[config.mk]
export PLATFORM = sky130hd
export DESIGN_NAME = sha1_message_hasher
export DESIGN_NICKNAME = d
export VERILOG_FILES = /design/src/rtl/sha1_pkg.sv /design/src/rtl/sha1_message_hasher.sv /design/src/rtl/sha1_ctrl.sv /design/src/rtl/sha1_dpath.sv
export SDC_FILE = /design/constraint.sdc
export NUM_CORES = 2
export LEC_CHECK = 0
export BUFFER_PORTS_ARGS = -buffer_cell sky130_fd_sc_hd__buf_2
export CAP_MARGIN = 25
export CORE_MARGIN = 3
export CORE_UTILIZATION = 42
export DETAILED_ROUTE_END_ITERATION = 8
export GPL_ROUTABILITY_DRIVEN = 0
export PLACE_DENSITY = 0.58
export SYNTH_ARGS = -nofsm -noshare
export SYNTH_HDL_FRONTEND = slang
export SYNTH_SLANG_ARGS = --single-unit
[constraint.sdc]
create_clock -name clk -period 31.9 [get_ports clk]
set_input_delay 3.19 -clock clk [delete_from_list [all_inputs] [get_ports clk]]
set_output_delay 3.19 -clock clk [all_outputs]
set_load 0.005 [all_outputs]
[src/rtl/sha1_pkg.sv]
// Shared types and constants for the SHA-1 message hasher.
// Used by sha1_ctrl, sha1_dpath and the sha1_message_hasher top level.
`default_nettype none

package sha1_pkg;

  localparam int unsigned WordW    = 32;
  localparam int unsigned DigWords = 5;
  localparam int unsigned RoundN   = 80;

  localparam logic [WordW-1:0] InitH [DigWords] = '{
    32'h67452301, 32'hefcdab89, 32'h98badcfe, 32'h10325476, 32'hc3d2e1f0
  };

  localparam logic [WordW-1:0] K0 = 32'h5a827999;
  localparam logic [WordW-1:0] K1 = 32'h6ed9eba1;
  localparam logic [WordW-1:0] K2 = 32'h8f1bbcdc;
  localparam logic [WordW-1:0] K3 = 32'hca62c1d6;

  localparam logic [WordW-1:0] PadOne   = 32'h80000000;
  localparam logic [6:0]       LastRnd  = 7'd79;
  localparam logic [3:0]       LenHiPos = 4'd14;
  localparam logic [3:0]       LenLoPos = 4'd15;
  localparam logic [2:0]       LastIdx  = 3'd4;

  typedef enum logic [2:0] {
    ST_IDLE,
    ST_ROUND,
    ST_UPDATE,
    ST_PAD,
    ST_OUT
  } sha1_state_t;

  typedef enum logic [2:0] {
    PUSH_IN,
    PUSH_TAIL,
    PUSH_ONE,
    PUSH_ZERO,
    PUSH_LEN_HI,
    PUSH_LEN_LO
  } sha1_push_t;

  typedef struct packed {
    logic       push;
    sha1_push_t push_sel;
    logic       len_add;
    logic       len_tail;
    logic       round_en;
    logic [6:0] round_idx;
    logic       update;
    logic       reload;
    logic [2:0] out_idx;
  } sha1_cmd_t;

  typedef struct packed {
    logic tail_full;
  } sha1_sts_t;

endpackage

`default_nettype wire

[src/rtl/sha1_message_hasher.sv]
// Top level of the SHA-1 message hasher; joins sha1_ctrl and sha1_dpath.
// Depends on sha1_pkg, sha1_ctrl and sha1_dpath.
// A non-final word only fills the block; one that completes a 16-word block starts
// 80 rounds at one round per cycle, followed by one chain update.
// A final word pads to the block end and runs one or two compressions, then
// offers five digest words, one per cycle while out_tready is high.
// Throughput is limited by the single round unit; no word is taken while a block compresses.
// Synchronous active-low reset loads the initial chain and clears length and fill.
`default_nettype none

module sha1_message_hasher
  import sha1_pkg::*;
(
  input  wire logic        clk,
  input  wire logic        rst_n,
  input  wire logic        in_tvalid,
  output logic             in_tready,
  input  wire logic [39:0] in_tdata,  // message_word [31:0], valid_bits [37:32]
  input  wire logic        in_tlast,
  output logic             out_tvalid,
  input  wire logic        out_tready,
  output logic [39:0]      out_tdata, // digest_word [31:0], word_index [34:32]
  output logic             out_tlast
);

  sha1_cmd_t   cmd;
  sha1_sts_t   sts;
  logic [31:0] digest_word;

  sha1_ctrl u_ctrl (
    .clk        (clk),
    .rst_n      (rst_n),
    .in_tvalid  (in_tvalid),
    .in_tlast   (in_tlast),
    .in_tready  (in_tready),
    .out_tvalid (out_tvalid),
    .out_tlast  (out_tlast),
    .out_tready (out_tready),
    .sts        (sts),
    .cmd        (cmd)
  );

  sha1_dpath u_dpath (
    .clk          (clk),
    .rst_n        (rst_n),
    .message_word (in_tdata[31:0]),
    .valid_bits   (in_tdata[37:32]),
    .cmd          (cmd),
    .sts          (sts),
    .digest_word  (digest_word)
  );

  assign out_tdata = {5'd0, cmd.out_idx, digest_word};

endmodule

`default_nettype wire

[src/rtl/sha1_ctrl.sv]
// Controller state machine of the SHA-1 hasher: word fill, rounds, padding, digest output.
// Depends on sha1_pkg; drives sha1_dpath through the command struct.
`default_nettype none

module sha1_ctrl
  import sha1_pkg::*;
(
  input  wire logic      clk,
  input  wire logic      rst_n,
  input  wire logic      in_tvalid,
  input  wire logic      in_tlast,
  output logic           in_tready,
  output logic           out_tvalid,
  output logic           out_tlast,
  input  wire logic      out_tready,
  input  wire sha1_sts_t sts,
  output sha1_cmd_t      cmd
);

  sha1_state_t state_r, state_nxt;
  logic [3:0]  fill_r, fill_nxt;
  logic [6:0]  round_r, round_nxt;
  logic [2:0]  out_idx_r, out_idx_nxt;
  logic        pad_r, pad_nxt;
  logic        one_pend_r, one_pend_nxt;
  logic        hi_done_r, hi_done_nxt;
  logic        lo_done_r, lo_done_nxt;
  sha1_push_t  pad_sel;
  logic        in_acc, out_acc;

  assign in_acc  = in_tvalid && (state_r == ST_IDLE);
  assign out_acc = out_tready && (state_r == ST_OUT);

  always_comb begin
    if (one_pend_r) begin
      pad_sel = PUSH_ONE;
    end else if ((fill_r == LenHiPos) && !hi_done_r) begin
      pad_sel = PUSH_LEN_HI;
    end else if ((fill_r == LenLoPos) && hi_done_r) begin
      pad_sel = PUSH_LEN_LO;
    end else begin
      pad_sel = PUSH_ZERO;
    end
  end

  always_comb begin
    state_nxt = state_r;
    case (state_r)
      ST_IDLE: begin
        if (in_acc) begin
          if (fill_r == LenLoPos) begin
            state_nxt = ST_ROUND;
          end else if (in_tlast) begin
            state_nxt = ST_PAD;
          end
        end
      end
      ST_ROUND: begin
        if (round_r == LastRnd) begin
          state_nxt = ST_UPDATE;
        end
      end
      ST_UPDATE: begin
        if (lo_done_r) begin
          state_nxt = ST_OUT;
        end else if (pad_r) begin
          state_nxt = ST_PAD;
        end else begin
          state_nxt = ST_IDLE;
        end
      end
      ST_PAD: begin
        if (fill_r == LenLoPos) begin
          state_nxt = ST_ROUND;
        end
      end
      ST_OUT: begin
        if (out_acc && (out_idx_r == LastIdx)) begin
          state_nxt = ST_IDLE;
        end
      end
      default: state_nxt = ST_IDLE;
    endcase
  end

  always_comb begin
    cmd           = '0;
    cmd.push_sel  = PUSH_ZERO;
    cmd.round_idx = round_r;
    cmd.out_idx   = out_idx_r;
    in_tready     = (state_r == ST_IDLE);
    out_tvalid    = (state_r == ST_OUT);
    out_tlast     = (state_r == ST_OUT) && (out_idx_r == LastIdx);
    case (state_r)
      ST_IDLE: begin
        if (in_tvalid) begin
          cmd.push     = 1'b1;
          cmd.len_add  = 1'b1;
          cmd.len_tail = in_tlast;
          if (in_tlast && !sts.tail_full) begin
            cmd.push_sel = PUSH_TAIL;
          end else begin
            cmd.push_sel = PUSH_IN;
          end
        end
      end
      ST_ROUND:  cmd.round_en = 1'b1;
      ST_UPDATE: cmd.update = 1'b1;
      ST_PAD: begin
        cmd.push     = 1'b1;
        cmd.push_sel = pad_sel;
      end
      ST_OUT: begin
        cmd.reload = out_tready && (out_idx_r == LastIdx);
      end
      default: cmd.push = 1'b0;
    endcase
  end

  always_comb begin
    fill_nxt     = fill_r;
    round_nxt    = round_r;
    out_idx_nxt  = out_idx_r;
    pad_nxt      = pad_r;
    one_pend_nxt = one_pend_r;
    hi_done_nxt  = hi_done_r;
    lo_done_nxt  = lo_done_r;
    case (state_r)
      ST_IDLE: begin
        if (in_acc) begin
          fill_nxt = fill_r + 4'd1;
          if (in_tlast) begin
            pad_nxt      = 1'b1;
            one_pend_nxt = sts.tail_full;
          end
        end
      end
      ST_ROUND: begin
        round_nxt = (round_r == LastRnd) ? 7'd0 : round_r + 7'd1;
      end
      ST_PAD: begin
        fill_nxt     = fill_r + 4'd1;
        one_pend_nxt = 1'b0;
        if (pad_sel == PUSH_LEN_HI) begin
          hi_done_nxt = 1'b1;
        end
        if (pad_sel == PUSH_LEN_LO) begin
          lo_done_nxt = 1'b1;
        end
      end
      ST_OUT: begin
        if (out_acc) begin
          if (out_idx_r == LastIdx) begin
            out_idx_nxt = 3'd0;
            pad_nxt     = 1'b0;
            hi_done_nxt = 1'b0;
            lo_done_nxt = 1'b0;
          end else begin
            out_idx_nxt = out_idx_r + 3'd1;
          end
        end
      end
      default: round_nxt = round_r;
    endcase
  end

  always_ff @(posedge clk) begin
    if (!rst_n) begin
      state_r    <= ST_IDLE;
      fill_r     <= '0;
      round_r    <= '0;
      out_idx_r  <= '0;
      pad_r      <= 1'b0;
      one_pend_r <= 1'b0;
      hi_done_r  <= 1'b0;
      lo_done_r  <= 1'b0;
    end else begin
      state_r    <= state_nxt;
      fill_r     <= fill_nxt;
      round_r    <= round_nxt;
      out_idx_r  <= out_idx_nxt;
      pad_r      <= pad_nxt;
      one_pend_r <= one_pend_nxt;
      hi_done_r  <= hi_done_nxt;
      lo_done_r  <= lo_done_nxt;
    end
  end

endmodule

`default_nettype wire

[src/rtl/sha1_dpath.sv]
// Datapath of the SHA-1 hasher: message schedule window, round registers, chain and length.
// Depends on sha1_pkg; controlled by sha1_ctrl through the command struct.
`default_nettype none

module sha1_dpath
  import sha1_pkg::*;
(
  input  wire logic        clk,
  input  wire logic        rst_n,
  input  wire logic [31:0] message_word,
  input  wire logic [5:0]  valid_bits,
  input  wire sha1_cmd_t   cmd,
  output sha1_sts_t        sts,
  output logic [31:0]      digest_word
);

  logic [31:0] w_r [16];
  logic [31:0] h_r [DigWords];
  logic [31:0] a_r, b_r, c_r, d_r, e_r;
  logic [63:0] len_r, len_nxt;
  logic [5:0]  vb_sat;
  logic [31:0] push_word, sched_word, w_new;
  logic [31:0] f_val, k_val, t_val;
  logic [31:0] tail_mask;

  assign sts.tail_full = valid_bits[5];
  assign vb_sat        = valid_bits[5] ? 6'd32 : valid_bits;
  assign tail_mask     = ~(32'hffffffff >> vb_sat[4:0]);

  always_comb begin
    case (cmd.push_sel)
      PUSH_IN:     push_word = message_word;
      PUSH_TAIL:   push_word = (message_word & tail_mask) | (PadOne >> vb_sat[4:0]);
      PUSH_ONE:    push_word = PadOne;
      PUSH_LEN_HI: push_word = len_r[63:32];
      PUSH_LEN_LO: push_word = len_r[31:0];
      default:     push_word = '0;
    endcase
  end

  assign sched_word = w_r[13] ^ w_r[8] ^ w_r[2] ^ w_r[0];
  assign w_new      = cmd.round_en ? {sched_word[30:0], sched_word[31]} : push_word;

  always_comb begin
    case (cmd.round_idx) inside
      [7'd0:7'd19]: begin
        f_val = (b_r & c_r) | (~b_r & d_r);
        k_val = K0;
      end
      [7'd20:7'd39]: begin
        f_val = b_r ^ c_r ^ d_r;
        k_val = K1;
      end
      [7'd40:7'd59]: begin
        f_val = (b_r & c_r) | (b_r & d_r) | (c_r & d_r);
        k_val = K2;
      end
      default: begin
        f_val = b_r ^ c_r ^ d_r;
        k_val = K3;
      end
    endcase
  end

  assign t_val = {a_r[26:0], a_r[31:27]} + f_val + e_r + k_val + w_r[0];

  always_comb begin
    len_nxt = len_r;
    if (cmd.reload) begin
      len_nxt = '0;
    end else if (cmd.len_add) begin
      len_nxt = len_r + (cmd.len_tail ? {58'd0, vb_sat} : 64'd32);
    end
  end

  always_ff @(posedge clk) begin
    if (cmd.push || cmd.round_en) begin
      for (int i = 0; i < 15; i++) begin
        w_r[i] <= w_r[i+1];
      end
      w_r[15] <= w_new;
    end
  end

  always_ff @(posedge clk) begin
    if (!rst_n || cmd.reload) begin
      for (int i = 0; i < DigWords; i++) begin
        h_r[i] <= InitH[i];
      end
      a_r <= InitH[0];
      b_r <= InitH[1];
      c_r <= InitH[2];
      d_r <= InitH[3];
      e_r <= InitH[4];
    end else if (cmd.update) begin
      h_r[0] <= h_r[0] + a_r;
      h_r[1] <= h_r[1] + b_r;
      h_r[2] <= h_r[2] + c_r;
      h_r[3] <= h_r[3] + d_r;
      h_r[4] <= h_r[4] + e_r;
      a_r    <= h_r[0] + a_r;
      b_r    <= h_r[1] + b_r;
      c_r    <= h_r[2] + c_r;
      d_r    <= h_r[3] + d_r;
      e_r    <= h_r[4] + e_r;
    end else if (cmd.round_en) begin
      a_r <= t_val;
      b_r <= a_r;
      c_r <= {b_r[1:0], b_r[31:2]};
      d_r <= c_r;
      e_r <= d_r;
    end
  end

  always_ff @(posedge clk) begin
    if (!rst_n) begin
      len_r <= '0;
    end else begin
      len_r <= len_nxt;
    end
  end

  always_comb begin
    case (cmd.out_idx)
      3'd0:    digest_word = h_r[0];
      3'd1:    digest_word = h_r[1];
      3'd2:    digest_word = h_r[2];
      3'd3:    digest_word = h_r[3];
      default: digest_word = h_r[4];
    endcase
  end

endmodule

`default_nettype wire
==> run summary <==
Mapped Avg Cell Area: 10.9 µm²
Critical R2R Capture: u_dpath.a_r[23]
final WL: 137000 µm
vias post-DR: 34.3k
clock skew: 36.4 ps
H-tree Lvls: 3
Die Span X: 344 µm
max_cap viols: 0
RSZ-0062 raised after global routing: false
total iterations of the first detailed-routing run: 7
sum of negative setup slack: 0 ps
share of post-route cells with drive strength above 1: 6.91%
Yosys top cell area share: 42.0%
Layout area overhead: 11.1%
first-pass GRT wire length: 206000 µm
Synth Flop Type: edfxtp_1
Ys Warns: 0
Initial Util: 42.6%
Setup crit start kind: register
initial antenna violation count: 9
Seq/Total Area, Yosys: 52.2%
Synth cell types: 89
hold buffer count at CTS: 0
CP endpoint kind: register
Worst-Skew Late Latency: 700 ps
clock buffer depth: 3
post-synthesis register bit count: 917
vias in the first global route: 32.7k
outcome: complete, no violations
Iter 0 DRT Violations: 3269
GRT Total Usage: 22.8%
Final Hold Fails: 0
CTS tree: yes
reg2reg path depth: 24
mapped cell area: 0.0481 mm²
Async SR Flop Fraction: 0%
r2r setup slk: 24340 ps
Mapped Cells: 4421
Final period util: 23.7%
crit path DAT: 8080 ps
Hold Path Class: register to register
dpl hpwl: 94500 µm
Crit path required time: 32420 ps
CTS root buf: clkbuf_16
hold_sp: u_dpath.w_r[1][111]
total CTS buffers: 100
die area: 0.119 mm²
Reg clk slew, reported paths: 60 ps
post-route cell area: 0.0534 mm²
Max Freq: 132 MHz
I/O pins: 88
grt total ovfl: 0
critical path class: register to register
fin. max-slew vios: 0
via density per instance: 5.68
Min-Delay Endpoint: u_dpath.w_r[1][79]
largest net degree at the start of global routing: 209
top post-synthesis cells by area: edfxtp_1 (42%), dfxtp_1 (10%), ha_1 (5.6%), fa_1 (5.0%), nand2_1 (3.5%)
Crit Path Max Fanout: 14
worst-margin pin slew: 1160 ps
clock period minus worst slack: 7560 ps
clk sinks: 917
Die Ht: 344 µm
PostCTS Resize Cnt: 0
routed length per placed instance: 22.6 µm
Worst slew margin: 22.6%
hold depth: 0
post-CTS setup buffer count: 0
Remaining DRCs: 0
antenna viol nets, final: 0
final setup fails: 0
Synth area leader: edfxtp_1
EDFF count, synth: 672
Core ar.: 0.113 mm²
nets: 4837
row count: 123
reg2reg start: u_ctrl.round_r[0]
dpl cell area: 0.0500 mm²
Port Buffers: 80
-- stage by stage --
step	utilization, %	hold WS [ps]	setup slack [ps]	cells
floorplan	-	400	16400	4425
detailed placement	44.3	405	24100	5852
global route	47.3	413	23880	6042
CTS	47.2	412	24300	6038
finish	47.3	403	24340	6045
global placement	44.3	400	24170	5851
-- layer usage --
metal  global-route usage [%]  part of all wire (%)  vias up
met5                        0                 0.025        -
met4                     5.87                   2.6        6
met3                     3.43                   6.4      220
met2                     36.1                    46     1081
met1                     33.0                    45    16991
li1                         -                     -    16041
-- registers in the layout, indices dropped and copies added, names as in the netlist, 3 cells and up --
| signal | count |
|---|---|
| u_ctrl.round_r | 7 |
| u_dpath.d_r | 32 |
| u_dpath.e_r | 32 |
| u_dpath.h_r | 160 |
| u_ctrl.out_idx_r | 3 |
| u_ctrl.state_r | 3 |
| u_dpath.b_r | 32 |
| u_dpath.a_r | 32 |
| u_dpath.c_r | 32 |
| u_ctrl.fill_r | 4 |
| u_dpath.len_r | 64 |
| u_dpath.w_r | 512 |
-- cell usage in the layout, fill, tap and decap left out, drive strengths merged, types with 61 or more instances in the layout --
cell type,instances
edfxtp,672
nand3,91
mux2i,74
fa,120
a31oi,61
a22oi,83
a21oi,235
clkbuf,124
dfxtp,245
buf,118
inv,307
nor2,373
ha,215
nand2,455
xor2,125
xnor2,194
a21o,100
a211oi,81
o21ai,209
-- synthesized netlist by cell type, drive strengths merged, types with 29 or more instances --
master and number:
a31oi 61, nand2b 35, a211oi 81, inv 302
buf 40, nand2 455, and3 51, nor2 373
a22oi 83, nor2b 34, clkbuf 148, mux2i 74
nor3 60, o21a 29, edfxtp 672, a21oi 235
o21ai 209, fa 120, ha 215, or3 41
xor2 125, xnor2 194, o211ai 56, nand3 91
a21o 100, dfxtp 245
-- cell type report --
| class | count | area, µm² |
|---|---|---|
| Antenna cell | 4 | 10.0 |
| Clock buffer | 124 | 2650 |
| Clock inverter | 62 | 638 |
| Fill cell | 10464 | 59500 |
| Inverter | 304 | 1150 |
| Multi-Input combinational cell | 3016 | 21200 |
| Sequential cell | 917 | 25100 |
| Tap cell | 1500 | 1880 |
| Timing Repair Buffer | 118 | 771 |
-- critical path, stage by stage, from the launching register on --
cell       delay (ps)
dfxtp_1           400
ha_1              240
nor2_1             80
or3_1             300
a211o_1           310
inv_1             560
nor2_1            110
inv_1             700
o21ai_0           380
fa_1              570
fa_1              530
inv_1              70
fa_1              510
inv_1              50
ha_1              330
nand2b_1          150
a21oi_1           110
o211ai_1          240
a21oi_1           210
o31ai_1           350
a21oi_1           180
a221oi_1          400
mux2i_1           130
a2111oi_0         390
a211oi_1           90
-- logic make-up after synthesis --
logic type / Yosys count / share of synthesized area, %
simple gates: 1227 / 11.4
fa+ha+maj: 335 / 10.6
xor+xnor: 320 / 5.86
mux: 77 / 1.61
flops: 917 / 52.2
compound gates: 1052 / 14.4
buf+inv: 492 / 3.93
other cells: 1 / 0.00780
-- worst max-delay path by stage --
stage,from,to,slack (ps),cells past startpoint
6_report,u_ctrl.round_r[0],u_dpath.a_r[23],24340,24
5_1_grt,u_ctrl.round_r[0],u_dpath.a_r[23],23880,24
4_1_cts,u_ctrl.round_r[0],u_dpath.a_r[23],24300,24
3_5_place_dp,in_tvalid,u_dpath.w_r[1][38],24100,6
3_3_place_gp,in_tvalid,u_dpath.w_r[1][38],24170,6
2_1_floorplan,in_tvalid,u_dpath.w_r[0][0],16400,3
Power is not shown: default switching activity piles up to over one toggle a cycle in this logic, so the estimate is an artifact.
